### config.mk
export PLATFORM = sky130hd
export DESIGN_NAME = i2c_eeprom_byte_master_flat
export DESIGN_NICKNAME = d
export VERILOG_FILES = /design/src/rtl/i2cee_pkg.sv /design/src/rtl/i2cee_if.sv /design/src/rtl/i2cee_core.sv /design/src/rtl/i2c_eeprom_byte_master.sv /design/src/flat_wrapper.sv
export SDC_FILE = /design/constraint.sdc
export NUM_CORES = 1
export LEC_CHECK = 0
export ABC_CLOCK_PERIOD_IN_PS = 5250
export CAP_MARGIN = 10
export CORE_MARGIN = 1.5
export CORE_UTILIZATION = 45
export DETAILED_ROUTE_END_ITERATION = 10
export DONT_BUFFER_PORTS = 1
export HOLD_SLACK_MARGIN = 0.02
export MAX_ROUTING_LAYER = met4
export PLACE_DENSITY = 0.59
export RECOVER_POWER = 100
export SYNTH_ARGS = -nofsm -noshare
export SYNTH_HDL_FRONTEND = slang
export SYNTH_SLANG_ARGS = --single-unit
export TNS_END_PERCENT = 100
### constraint.sdc
create_clock -name clk -period 5.25 [get_ports clk]
set_clock_uncertainty 0.2 [all_clocks]
set_input_delay 0 -clock clk [delete_from_list [all_inputs] [get_ports clk]]
set_output_delay 0 -clock clk [all_outputs]
set_load 0.05 [all_outputs]
### src/rtl/i2cee_pkg.sv
// Shared types and constants for the I2C EEPROM byte master.
// Holds the bus phase enum, command codes, register indexes and beat structs.
// No dependencies; compile first.
package i2cee_pkg;

	// Command codes carried in the op field
	localparam logic [1:0] OP_TICK  = 2'd0;
	localparam logic [1:0] OP_WRITE = 2'd1;
	localparam logic [1:0] OP_READ  = 2'd2;
	localparam logic [1:0] OP_PROBE = 2'd3;

	// Configuration register map
	localparam int unsigned CFG_IDX_W = 1;
	localparam int unsigned CFG_DATA_W = 8;
	localparam logic [CFG_IDX_W-1:0] CFG_DEVICE = 1'd0;
	localparam logic [CFG_IDX_W-1:0] CFG_RETRY  = 1'd1;

	localparam logic [7:0] DEVICE_RESET = 8'hA0;
	localparam logic [3:0] RETRY_RESET  = 4'd10;

	// Index of the last byte in a write (device, address, data)
	localparam logic [1:0] LAST_BYTE = 2'd2;
	localparam logic [3:0] BITS_PER_BYTE = 4'd8;

	typedef enum logic [4:0] {
		PH_IDLE,
		PH_ST0, PH_ST1, PH_ST2, PH_ST3,
		PH_TX0, PH_TX1, PH_TX2,
		PH_AK0, PH_AK1, PH_AKOK, PH_AKNO,
		PH_RX0, PH_RX1, PH_RX2,
		PH_SP0, PH_SP1, PH_SP2
	} phase_t;

	typedef struct packed {
		logic [1:0] op;
		logic [7:0] mem_addr;
		logic [7:0] write_data;
		logic       sda_in;
	} item_t;

	typedef struct packed {
		logic       scl;
		logic       sda_out;
		logic       sda_drive;
		logic       busy_res;
		logic       done_res;
		logic [7:0] read_data;
		logic       bus_bad;
		logic       mem_bad;
	} result_t;

	typedef struct packed {
		logic [7:0] device_write_byte;
		logic [3:0] retry_limit;
	} cfg_t;

	typedef struct packed {
		logic idle;
	} status_t;

	// Byte that goes out next on the bus for a given byte position
	function automatic logic [7:0] send_byte(
		input logic [1:0] idx,
		input logic [1:0] cmd,
		input logic [7:0] addr,
		input logic [7:0] data,
		input logic [7:0] dev
	);
		logic [7:0] b;
		if (idx == 2'd0) begin
			b = dev;
		end else if (idx == 2'd1) begin
			b = addr;
		end else if (cmd == OP_WRITE) begin
			b = data;
		end else begin
			b = dev + 8'd1;
		end
		return b;
	endfunction

endpackage

### src/rtl/i2cee_if.sv
// Valid/ready channel interfaces for the I2C EEPROM byte master.
// Item channel carries one tick or command beat; result channel carries bus levels and flags.
// No dependencies.
interface i2cee_item_if;
	logic       valid;
	logic       ready;
	logic [1:0] op;
	logic [7:0] mem_addr;
	logic [7:0] write_data;
	logic       sda_in;

	modport source(output valid, op, mem_addr, write_data, sda_in, input ready);
	modport sink(input valid, op, mem_addr, write_data, sda_in, output ready);
endinterface

interface i2cee_result_if;
	logic       valid;
	logic       ready;
	logic       scl;
	logic       sda_out;
	logic       sda_drive;
	logic       busy_res;
	logic       done_res;
	logic [7:0] read_data;
	logic       bus_bad;
	logic       mem_bad;

	modport source(output valid, scl, sda_out, sda_drive, busy_res, done_res, read_data,
		bus_bad, mem_bad, input ready);
	modport sink(input valid, scl, sda_out, sda_drive, busy_res, done_res, read_data,
		bus_bad, mem_bad, output ready);
endinterface

### src/rtl/i2cee_core.sv
// Phase sequencer of the I2C EEPROM byte master: one bus phase per accepted beat.
// Holds command state, shift registers, retry count and flags.
// Depends on i2cee_pkg.
module i2cee_core (
	input  logic              clk,
	input  logic              arst_n,
	input  logic              fire,
	input  i2cee_pkg::item_t  itm,
	input  i2cee_pkg::cfg_t   cfg,
	output i2cee_pkg::result_t res,
	output i2cee_pkg::status_t stat
);
	import i2cee_pkg::*;

	phase_t     phase_q, phase_d, cur;
	logic [1:0] cmd_q, cmd_d, cmd_e;
	logic [1:0] bi_q, bi_d, bi_e;
	logic [3:0] bc_q, bc_d, bc_e, bc_inc;
	logic [7:0] shift_q, shift_d;
	logic [7:0] rd_q, rd_d;
	logic [7:0] addr_q, addr_d, addr_e;
	logic [7:0] data_q, data_d, data_e;
	logic [3:0] fail_q, fail_d, fail_e;
	logic       busbad_q, busbad_d;
	logic       membad_q, membad_d;
	logic       start;

	// Hold state; advance one phase per accepted beat
	always_ff @(posedge clk or negedge arst_n) begin
		if (!arst_n) begin
			phase_q  <= PH_IDLE;
			cmd_q    <= OP_TICK;
			bi_q     <= '0;
			bc_q     <= '0;
			shift_q  <= '0;
			rd_q     <= '0;
			addr_q   <= '0;
			data_q   <= '0;
			fail_q   <= '0;
			busbad_q <= 1'b0;
			membad_q <= 1'b0;
		end else if (fire) begin
			phase_q  <= phase_d;
			cmd_q    <= cmd_d;
			bi_q     <= bi_d;
			bc_q     <= bc_d;
			shift_q  <= shift_d;
			rd_q     <= rd_d;
			addr_q   <= addr_d;
			data_q   <= data_d;
			fail_q   <= fail_d;
			busbad_q <= busbad_d;
			membad_q <= membad_d;
		end
	end

	// Next phase and bus levels for this beat
	always_comb begin
		start  = (phase_q == PH_IDLE) && (itm.op != OP_TICK);
		cmd_e  = start ? itm.op : cmd_q;
		addr_e = start ? itm.mem_addr : addr_q;
		data_e = start ? itm.write_data : data_q;
		bi_e   = start ? 2'd0 : bi_q;
		bc_e   = start ? 4'd0 : bc_q;
		fail_e = start ? 4'd0 : fail_q;
		cur    = start ? PH_ST0 : phase_q;
		bc_inc = bc_e + 4'd1;

		phase_d  = cur;
		cmd_d    = cmd_e;
		addr_d   = addr_e;
		data_d   = data_e;
		bi_d     = bi_e;
		bc_d     = bc_e;
		shift_d  = shift_q;
		rd_d     = rd_q;
		fail_d   = fail_e;
		busbad_d = busbad_q;
		membad_d = membad_q;

		res = '0;
		res.scl      = 1'b1;
		res.sda_out  = 1'b1;
		res.busy_res = 1'b1;

		unique case (cur)
			PH_ST0: begin
				res.scl = 1'b0; res.sda_drive = 1'b1; phase_d = PH_ST1;
			end
			PH_ST1: begin
				res.sda_drive = 1'b1; phase_d = PH_ST2;
			end
			PH_ST2: begin
				res.sda_out = 1'b0; res.sda_drive = 1'b1; phase_d = PH_ST3;
			end
			PH_ST3: begin
				res.scl = 1'b0; res.sda_out = 1'b0; res.sda_drive = 1'b1;
				shift_d = send_byte(bi_e, cmd_e, addr_e, data_e, cfg.device_write_byte);
				bc_d    = 4'd0;
				phase_d = PH_TX0;
			end
			PH_TX0: begin
				res.scl = 1'b0; res.sda_out = shift_q[7]; res.sda_drive = 1'b1;
				phase_d = PH_TX1;
			end
			PH_TX1: begin
				res.sda_out = shift_q[7]; res.sda_drive = 1'b1;
				phase_d = PH_TX2;
			end
			PH_TX2: begin
				res.scl = 1'b0; res.sda_out = shift_q[7]; res.sda_drive = 1'b1;
				shift_d = {shift_q[6:0], 1'b0};
				bc_d    = bc_inc;
				phase_d = (bc_inc >= BITS_PER_BYTE) ? PH_AK0 : PH_TX0;
			end
			PH_AK0: begin
				res.scl = 1'b0; res.sda_out = 1'b0; phase_d = PH_AK1;
			end
			PH_AK1: begin
				res.sda_out = 1'b0;
				phase_d = itm.sda_in ? PH_AKNO : PH_AKOK;
			end
			PH_AKOK: begin
				res.scl = 1'b0; res.sda_out = 1'b0;
				if (cmd_e == OP_PROBE) begin
					membad_d = 1'b0;
					phase_d  = PH_SP0;
				end else if (cmd_e == OP_WRITE) begin
					if (bi_e >= LAST_BYTE) begin
						busbad_d = 1'b0;
						fail_d   = 4'd0;
						phase_d  = PH_SP0;
					end else begin
						bi_d    = bi_e + 2'd1;
						shift_d = send_byte(bi_e + 2'd1, cmd_e, addr_e, data_e,
							cfg.device_write_byte);
						bc_d    = 4'd0;
						phase_d = PH_TX0;
					end
				end else begin
					if (bi_e == 2'd0) begin
						bi_d    = 2'd1;
						shift_d = send_byte(2'd1, cmd_e, addr_e, data_e,
							cfg.device_write_byte);
						bc_d    = 4'd0;
						phase_d = PH_TX0;
					end else if (bi_e == 2'd1) begin
						// repeated start, then device address for read
						bi_d    = LAST_BYTE;
						phase_d = PH_ST0;
					end else begin
						bc_d    = 4'd0;
						shift_d = 8'd0;
						phase_d = PH_RX0;
					end
				end
			end
			PH_AKNO: begin
				res.scl = 1'b0; res.sda_out = 1'b0;
				if (cmd_e == OP_PROBE) begin
					membad_d = 1'b1;
					phase_d  = PH_SP0;
				end else if (fail_e >= cfg.retry_limit) begin
					// give up and release the bus
					fail_d   = 4'd0;
					busbad_d = 1'b1;
					phase_d  = PH_SP0;
				end else begin
					fail_d  = fail_e + 4'd1;
					bi_d    = 2'd0;
					phase_d = PH_ST0;
				end
			end
			PH_RX0: begin
				res.scl = 1'b0; res.sda_out = 1'b0; phase_d = PH_RX1;
			end
			PH_RX1: begin
				res.sda_out = 1'b0;
				shift_d = {shift_q[6:0], itm.sda_in};
				phase_d = PH_RX2;
			end
			PH_RX2: begin
				res.scl = 1'b0; res.sda_out = 1'b0;
				bc_d = bc_inc;
				if (bc_inc >= BITS_PER_BYTE) begin
					rd_d     = shift_q;
					busbad_d = 1'b0;
					fail_d   = 4'd0;
					phase_d  = PH_SP0;
				end else begin
					phase_d = PH_RX0;
				end
			end
			PH_SP0: begin
				res.scl = 1'b0; res.sda_out = 1'b0; res.sda_drive = 1'b1;
				phase_d = PH_SP1;
			end
			PH_SP1: begin
				res.sda_out = 1'b0; res.sda_drive = 1'b1; phase_d = PH_SP2;
			end
			PH_SP2: begin
				res.sda_drive = 1'b1; res.done_res = 1'b1; phase_d = PH_IDLE;
			end
			default: begin
				res.busy_res = 1'b0;
				phase_d = PH_IDLE;
			end
		endcase

		res.read_data = rd_d;
		res.bus_bad   = busbad_d;
		res.mem_bad   = membad_d;
	end

	assign stat.idle = (phase_q == PH_IDLE);

endmodule

### src/rtl/i2c_eeprom_byte_master.sv
// Top level of the I2C EEPROM byte master: input stage, config registers, result register.
// Instantiates i2cee_core; uses i2cee_pkg and the channel interfaces in i2cee_if.sv.
//
// Usage: each beat on the item channel is one bus tick. op selects tick (0), byte
// write (1), random read (2) or probe (3); a command op is taken only while the
// sequencer is idle and otherwise counts as a plain tick. sda_in is the sampled
// SDA level for that tick. Each item beat yields exactly one result beat with the
// SCL/SDA levels for the tick, busy/done status, the last read byte and flags.
// A bit spans three ticks, a start four and a stop three.
// An accepted item waits in the input stage and steps into the result register,
// where it is offered, once that register is empty or being taken. Throughput:
// one item per cycle while the receiver takes results, set by the single phase
// step between the two registers.
// The input stage keeps taking beats while a finished result waits; when the
// receiver stalls, the result register and then the input stage hold, and
// ready drops only once both are full.
// Reset: arst_n clears both stages, the sequencer to idle with flags clear, and
// the registers to device byte 0xA0 and retry limit 10. Write the registers
// only while the block is idle.
module i2c_eeprom_byte_master (
	input  logic                                clk,
	input  logic                                arst_n,
	input  logic                                cfg_wr_en,
	input  logic [i2cee_pkg::CFG_IDX_W-1:0]     cfg_index,
	input  logic [i2cee_pkg::CFG_DATA_W-1:0]    cfg_data,
	i2cee_item_if.sink                          item,
	i2cee_result_if.source                      result
);
	import i2cee_pkg::*;

	cfg_t      cfg_q;
	item_t     item_s1;
	logic      valid_s1;
	result_t   res_q;
	logic      res_valid_q;
	result_t   step;
	status_t   core_stat;
	logic      adv;

	// Move a beat from the input stage to the result register
	assign adv        = valid_s1 && (!res_valid_q || result.ready);
	assign item.ready = !valid_s1 || adv;

	// Configuration registers
	always_ff @(posedge clk or negedge arst_n) begin
		if (!arst_n) begin
			cfg_q.device_write_byte <= DEVICE_RESET;
			cfg_q.retry_limit       <= RETRY_RESET;
		end else if (cfg_wr_en) begin
			if (cfg_index == CFG_DEVICE) begin
				cfg_q.device_write_byte <= cfg_data;
			end
			if (cfg_index == CFG_RETRY) begin
				cfg_q.retry_limit <= cfg_data[3:0];
			end
		end
	end

	// Input stage
	always_ff @(posedge clk or negedge arst_n) begin
		if (!arst_n) begin
			valid_s1 <= 1'b0;
		end else if (item.valid && item.ready) begin
			valid_s1 <= 1'b1;
		end else if (adv) begin
			valid_s1 <= 1'b0;
		end
	end

	always_ff @(posedge clk) begin
		if (item.valid && item.ready) begin
			item_s1 <= '{op: item.op, mem_addr: item.mem_addr,
				write_data: item.write_data, sda_in: item.sda_in};
		end
	end

	i2cee_core u_core (
		.clk    (clk),
		.arst_n (arst_n),
		.fire   (adv),
		.itm    (item_s1),
		.cfg    (cfg_q),
		.res    (step),
		.stat   (core_stat)
	);

	// Result register
	always_ff @(posedge clk or negedge arst_n) begin
		if (!arst_n) begin
			res_valid_q <= 1'b0;
		end else if (adv) begin
			res_valid_q <= 1'b1;
		end else if (result.ready) begin
			res_valid_q <= 1'b0;
		end
	end

	always_ff @(posedge clk) begin
		if (adv) begin
			res_q <= step;
		end
	end

	assign result.valid     = res_valid_q;
	assign result.scl       = res_q.scl;
	assign result.sda_out   = res_q.sda_out;
	assign result.sda_drive = res_q.sda_drive;
	assign result.busy_res  = res_q.busy_res;
	assign result.done_res  = res_q.done_res;
	assign result.read_data = res_q.read_data;
	assign result.bus_bad   = res_q.bus_bad;
	assign result.mem_bad   = res_q.mem_bad;

`ifndef ASSERT_OFF
	// Both stages full and stalled: no new beat may enter
	a_full_stall: assert property (@(posedge clk) disable iff (!arst_n)
		(valid_s1 && res_valid_q && !result.ready) |-> !item.ready)
		else $error("item accepted while both stages are full");

	// The stop tick that finishes a command returns the sequencer to idle
	a_done_idle: assert property (@(posedge clk) disable iff (!arst_n)
		(adv && step.done_res) |=> core_stat.idle)
		else $error("sequencer not idle after done");

	// Any tick stepped while a command runs reports busy
	a_busy_run: assert property (@(posedge clk) disable iff (!arst_n)
		(adv && !core_stat.idle) |-> step.busy_res)
		else $error("busy dropped inside a command");
`endif

endmodule

### src/flat_wrapper.sv
// flat-port wrapper written by rule: the top's interface ports become plain ports
module i2c_eeprom_byte_master_flat import i2cee_pkg::*;
  (clk, arst_n, cfg_wr_en, cfg_index, cfg_data, item_valid, item_op, item_mem_addr, item_write_data, item_sda_in, item_ready, result_valid, result_scl, result_sda_out, result_sda_drive, result_busy_res, result_done_res, result_read_data, result_bus_bad, result_mem_bad, result_ready);
  i2cee_item_if item_i ();
  i2cee_result_if result_i ();
  input  logic clk;
  input  logic arst_n;
  input  logic cfg_wr_en;
  input  logic [i2cee_pkg::CFG_IDX_W-1:0] cfg_index;
  input  logic [i2cee_pkg::CFG_DATA_W-1:0] cfg_data;
  input wire logic [$bits(item_i.valid)-1:0] item_valid;
  input wire logic [$bits(item_i.op)-1:0] item_op;
  input wire logic [$bits(item_i.mem_addr)-1:0] item_mem_addr;
  input wire logic [$bits(item_i.write_data)-1:0] item_write_data;
  input wire logic [$bits(item_i.sda_in)-1:0] item_sda_in;
  output wire logic [$bits(item_i.ready)-1:0] item_ready;
  output wire logic [$bits(result_i.valid)-1:0] result_valid;
  output wire logic [$bits(result_i.scl)-1:0] result_scl;
  output wire logic [$bits(result_i.sda_out)-1:0] result_sda_out;
  output wire logic [$bits(result_i.sda_drive)-1:0] result_sda_drive;
  output wire logic [$bits(result_i.busy_res)-1:0] result_busy_res;
  output wire logic [$bits(result_i.done_res)-1:0] result_done_res;
  output wire logic [$bits(result_i.read_data)-1:0] result_read_data;
  output wire logic [$bits(result_i.bus_bad)-1:0] result_bus_bad;
  output wire logic [$bits(result_i.mem_bad)-1:0] result_mem_bad;
  input wire logic [$bits(result_i.ready)-1:0] result_ready;
  assign item_i.valid = item_valid;
  assign item_i.op = item_op;
  assign item_i.mem_addr = item_mem_addr;
  assign item_i.write_data = item_write_data;
  assign item_i.sda_in = item_sda_in;
  assign item_ready = item_i.ready;
  assign result_valid = result_i.valid;
  assign result_scl = result_i.scl;
  assign result_sda_out = result_i.sda_out;
  assign result_sda_drive = result_i.sda_drive;
  assign result_busy_res = result_i.busy_res;
  assign result_done_res = result_i.done_res;
  assign result_read_data = result_i.read_data;
  assign result_bus_bad = result_i.bus_bad;
  assign result_mem_bad = result_i.mem_bad;
  assign result_i.ready = result_ready;
  i2c_eeprom_byte_master u_core (.clk(clk), .arst_n(arst_n), .cfg_wr_en(cfg_wr_en), .cfg_index(cfg_index), .cfg_data(cfg_data), .item(item_i), .result(result_i));
endmodule
# == After elaboration in Yosys (flattened, before gate mapping) ==
# Cells that the tools add are included.
# word_totals
output_inout_bits,17
elab_cells,153
reg_bits,99
# op_classes
muxes,71
n_addsub,4
magnitude_cmp,3
eq_ne,24
reduce_logical,23
n_bitwise,1
# op_table
cell,n
$mux 8,14
$pmux 5 s16,1
$mux 4,18
$eq 5x4->1 const B,8
$pmux 8 s4,1
$pmux 4 s3,2
$eq 5x3->1 const B,4
$mux 2,10
$mux 5,4
$reduce_or 10->1,2
$mux 1,17
$reduce_or 17->1,1
$reduce_or 11->1,1
$eq 5x2->1 const B,2
$eq 5x5->1 const B,2
$add 4x1->4 const B,2
$add 8x1->8 const B,1
$eq 2x1->1 const B,3
$reduce_bool 2->1,3
$eq 5x1->1 const B,1
$logic_not 5->1,1
$reduce_and 5->1,1
$ge 4x4->1,1
$ge 4x4->1 const B,1
other kinds (18),25

# == Depth between registers and ports, before layout ==
# logic_depth
word_depth,11
mapped_depth,16
mapped_depth_nobuf,11

# == Modules after synthesis ==
# A second synthesis with hierarchy kept.
# unflattened
hier_cells,551
area_unflattened_um2,5768.0
# modules_own_cells
mod,area_per_inst_um2,cells_each,instances
i2cee_core,4159.0,482,1
i2c_eeprom_byte_master,1609.0,69,1

# == Worst setup path before layout ==
# No wires, ideal clock.
# synth_path
path_type,flip-flop to flip-flop
startpoint,register u_core.u_core.phase_q[1]
endpoint,register u_core.u_core.shift_q[4]
t_arrival_ns,3.520
n_path_buf,6
synth_period_minus_slack_ns,3.802
stages_incl_launch_ff,15
required_ns,4.968
slack_ns,1.448
cell_sequence,dfrtp_1 > or4_1 > buf_2 > or3_1 > buf_6 > buf_2 > clkbuf_1 > nand2_1 > ha_1 > clkbuf_1 > clkbuf_1 > a211oi_1 > o31ai_1 > a221oi_1 > a31oi_1
# synth_via
elab_chain_len,11
# synth_rtl
item,line_no,text
from (decl),i2cee_core.sv:15,"phase_t phase_q, phase_d, cur;"
from (signal assigned),i2cee_core.sv:43,phase_q <= phase_d;
$logic_not 5->1,n/a,
$logic_and 1x1->1,i2cee_core.sv:59,start = (phase_q == PH_IDLE) && (itm.op != OP_TICK);
$mux 2,i2cee_core.sv:63,bi_e = start ? 2'd0 : bi_q;
$add 2x1->2,i2cee_core.sv:135,"shift_d = send_byte(bi_e + 2'd1, cmd_e, addr_e, data_e,"
$eq 2x1->1,i2cee_pkg.sv:72,end else if (idx == 2'd1) begin
$mux 8,i2cee_pkg.sv:72,
$mux 8,i2cee_pkg.sv:70,if (idx == 2'd0) begin
$mux 8,i2cee_core.sv:129,if (bi_e >= LAST_BYTE) begin
$mux 8,i2cee_core.sv:128,end else if (cmd_e == OP_WRITE) begin
$mux 8,i2cee_core.sv:125,if (cmd_e == OP_PROBE) begin
$pmux 8 s4,i2cee_core.sv:86,unique case (cur)
to (signal assigned),i2cee_core.sv:47,shift_q <= shift_d;
to (decl),i2cee_core.sv:19,"logic [7:0] shift_q, shift_d;"
# Several ways; a longest one is shown, not always the timed one. The select of a mux whose other input is x is not followed.
# A chain may end at the register's enable or synchronous reset.

# == Worst setup path in the final report ==
# layout_path
startpoint,register u_core.u_core.phase_q[1]
endpoint,register u_core.u_core.fail_q[0]
# layout_via
elab_chain_len,8
# layout_rtl
item,line_no,text
branches (longest 7 deep; another with $add 4x1->4),n/a,
$pmux 4 s3 *,i2cee_core.sv:86,
to (signal assigned),i2cee_core.sv:51,fail_q <= fail_d;
to (decl),i2cee_core.sv:23,"logic [3:0] fail_q, fail_d, fail_e;"
# Mark *: on every way between the ends.

==> results by stage <==
Critical path:
- The kind of critical path is register to register.
- The worst setup slack for register-to-register paths is about 0.57 ns.
- The arrival time of the worst setup path is 4.78 ns.
- Data on the critical path is required at its endpoint by approximately 5.3 ns.
- Of all nets on the critical path, the largest fanout is 23.
- The critical path launch point type is a register.
- STA classifies the critical path endpoint as a register.

Logic synthesis:
- In the post-synthesis netlist, the biggest area contributors are dfrtp_1, edfxtp_1, mux2_2.
- The most frequent cell after synthesis is nand2_1.
- The number of enable-type register cells in the synthesized netlist is 34.
- After synthesis, the share of flip-flops with an asynchronous set or reset is ~66%.
- The number of library cell types mapped by synthesis is 68.
- By count the netlist is led by nand2_1, dfrtp_1, edfxtp_1, mux2_2, a21oi_1.
- A synthesized cell averages around 9.8 um^2.
- The Yosys warning count is 0.
- The most frequently used flop master after synthesis is dfrtp_1.
- The area share of the leading cell type in the synthesized netlist is between 20% and 30%.
- The synthesized net count is between 600 and 700.
- The gate count of the mapped netlist is 580.
- The largest total area in the synthesized netlist belongs to dfrtp_1.
- The count of state elements after synthesis is 99.
- The cell area after technology mapping is 5710 um^2.
- The sequential area share after synthesis is a little under half.

Clock tree:
- The clock tree from TritonCTS is yes.
- The cell sitting at the root of the clock tree is a clkbuf_16.
- The longest clock path from root to sink contains 2 buffers.
- The clock transition at the registers of the reported paths is approximately 0.07 ns.
- The TritonCTS sink count is 99.
- Buffers inserted during clock tree synthesis total 9.
- In this run the post-CTS setup repair buffer count came out at 0.
- The clock tree synthesis step divided the H-tree into 3 levels.
- Clock latency on the worst-skew pair, taken at its later pin, is roughly 0.35 ns.
- In this run, post-CTS repair resized a total of 0 instances.

Cells and area:
- The net total in the final layout is around 650.
- Once layout is done, the placed cells without fillers occupy 6540 um^2.
- Counting the fill cells in the layout gives between 1000 and 1500.
- The storage element area is around 2700 um^2.
- The antenna diode count is 0.
- Cells with a size suffix above 1 make up 10.8% of the layout.
- Compared with the post-synthesis result, the final layout area differs by 14.5%.
- The area of the multi-input gates is about 2800 um^2.

Timing:
- Of the available clock period, the critical path in the final layout requires between 80% and 90%.
- The setup-violating endpoint count in the final report is 0.
- For this run, the top clock speed supported by timing is 214 MHz.
- The final count of hold timing violations is 0.
- Setup repair after global routing left no endpoint under its margin.
- The total count of max-transition violations in the final report is 60.
- The time the worst path needs with I/O delays and setup is 4.68 ns.
- The actual transition at the worst max-transition pin is 1.95 ns.
- In this run the tightest slew margin relative to its limit is -29.8%.
- The sum of negative setup slack is 0 ns.

Power:
- The combinational share of power is a little under two fifths.
- The analysis attributes to net switching a power of between 1000 and 1500 uW.
- The switching power share of the total is between 30 and 40%.
- Of the total power, the clock network draws 22.3%.
- The power density of the placed cells is around 450 nW/um^2.
- The proportion of power drawn by flip-flops and latches is 40.4%.
- The static leakage power is 0.00259 uW.
- The worst IR drop on VDD is between 0.3 and 0.4 mV.
- The internal portion of the total power is approximately 1800 uW.

Global route:
- The global route total overflow is 0.
- The combined global-route utilization of all metal layers is 24.0%.
- The global-route wire length before repair is 23800 um.
- The number of global-route vias before repair is approximately 4400.
- Entering global routing, the biggest net connects 46 pins.
- The initial antenna violation count was 0.

Floorplanning:
- The floorplan step set the die width to about 120 um.
- The die covers around 13000 um^2.
- For this configuration, the core starts out at a cell density of 46.8%.
- During I/O placement, the number of pins put on the boundary was 50.
- After floorplanning, the core was divided into 40 placement rows.
- The vertical extent of the die is approximately 120 um.
- The core area is 12200 um^2.

Place:
- The total of buffers placed on input and output ports is 0.
- The total placed instance area is between 5000 and 6000 um^2.
- The total half-perimeter wirelength after legalization and detailed placement is about 9500 um.
- The placer's final routability congestion estimate is 0.855.

Run status:
- The final reports fail on max-capacitance violations, max-slew violations.
- The flow ran to the end, but the final reports show violations.

Routing:
- For this run, the detailed router's first-pass iteration total came to 5.
- The final wirelength is 14600 um.
- In this run the remaining antenna-violating nets after routing total 0.
- The iteration-0 DRC count of the detailed router is about 400.
- In the routed layout, each cell is associated on average with a via count of between 5 and 6.
- After detailed routing, the number of remaining DRC violations is 0.
- The average wire per standard cell is around 19 um.
- For this block, the via count after detailed routing is 4553.

Job:
- The max-cap violation count is 2.

Worst hold path:
- The worst hold path class is primary input to register.
-- per-layer routing --
metal / part of all wire [%] / vias to the layer above / track usage [%] / routed length [um]
met5: 0 / - / - / 0
met4: 1.7 / 0 / 6.99 / 252
met3: 4.9 / 25 / 5.02 / 712
met2: 46 / 149 / 36.2 / 6710
met1: 47 / 2191 / 33.0 / 6910
li1: - / 2188 / - / -
-- metrics by stage --
stage	total power (uW)	cells	hold slack, ns	util (%)	setup slack (ns)
global placement	2230	714	-0.493	47.4	1.08
global route	3130	779	0.0598	53.6	0.407
CTS	2960	779	0.0227	54.1	0.902
finish	2950	779	0.00857	53.6	0.567
detailed placement	2250	714	-0.494	47.4	0.925
floorplan	1990	580	-0.496	-	1.45
-- power by group through the flow --
stage / clock, uW / sequential, uW / combinational, uW
2_1_floorplan: 0 / 1110 / 880
3_3_place_gp: 0 / 1200 / 1030
3_5_place_dp: 0 / 1210 / 1040
4_1_cts: 676 / 1190 / 1100
5_1_grt: 704 / 1210 / 1210
6_report: 658 / 1190 / 1100
-- cell families (layout without fill, tap and decap cells) --
| group | Yosys count | after routing | synth area share (%) |
|---|---|---|---|
| DFF | 99 | 99 | 46.5 |
| AOI/OAI and AO/OA | 149 | 149 | 18.4 |
| and+or+nand+nor | 200 | 200 | 17.1 |
| muxes | 48 | 48 | 9.38 |
| xor gates and xnor gates | 12 | 12 | 1.84 |
| buffers and inverters | 62 | 93 | 4.60 |
| adders and majority gates | 10 | 10 | 2.19 |
-- state kept, by name, indices dropped and copies added (netlist names), 2 cells and up --
register,cells
u_core.item_s1,19
u_core.cfg_q,12
u_core.result.read_data,8
u_core.u_core.addr_q,8
u_core.u_core.data_q,8
u_core.u_core.rd_q,8
u_core.u_core.shift_q,8
u_core.u_core.phase_q,5
u_core.u_core.bc_q,4
u_core.u_core.fail_q,4
u_core.u_core.bi_q,2
u_core.u_core.cmd_q,2
-- cell usage in the layout, fill, tap and decap left out, drive strengths merged, types with 20 or more instances in the layout --
cell type	instances
a21oi	34
dfrtp	61
dlygate4sd3	47
edfxtp	34
inv	20
mux2	34
nand2	82
nand3	20
nor2	22
o21ai	31
-- worst max-delay path, stage by stage, from the launching register on --
cell and delay (ns):
dfrtp_1 0.63, or4_1 0.75, or3_1 0.63, clkbuf_1 0.65, a31oi_1 0.90, nand2_1 0.21, nor3_1 0.39, o221a_2 0.25
-- path summary, 6_finish.rpt --
| check | to | cells past startpoint | start |
|---|---|---|---|
| worst max-delay path | u_core.u_core.fail_q[0] | 7 | u_core.u_core.phase_q[1] |
| worst min-delay path | u_core.cfg_q[6] | 3 | cfg_wr_en |
| worst max register to register | u_core.u_core.fail_q[0] | 7 | u_core.u_core.phase_q[1] |
| worst min register to register | u_core.u_core.rd_q[2] | 2 | u_core.u_core.rd_q[2] |
| max in group asynchronous | u_core.u_core.phase_q[4] | 3 | arst_n |
| min in group asynchronous | u_core.u_core.addr_q[3] | 3 | arst_n |
-- what timing repair did --
action,4_1_cts,5_1_grt
setup endpoints to repair,0,0
hold buffers,49,0
endpoints found under the hold margin,108,0
-- cell type report --
cell class                      count  area share, %
Clock inverter                      7           1.03
Timing Repair Buffer               57           8.36
Multi-Input combinational cell    419           42.2
Inverter                           20           1.15
Sequential cell                    99           40.6
Tap cell                          168           3.21
Clock buffer                        9           3.44
No activity file was read; power rests on OpenSTA's default activity.
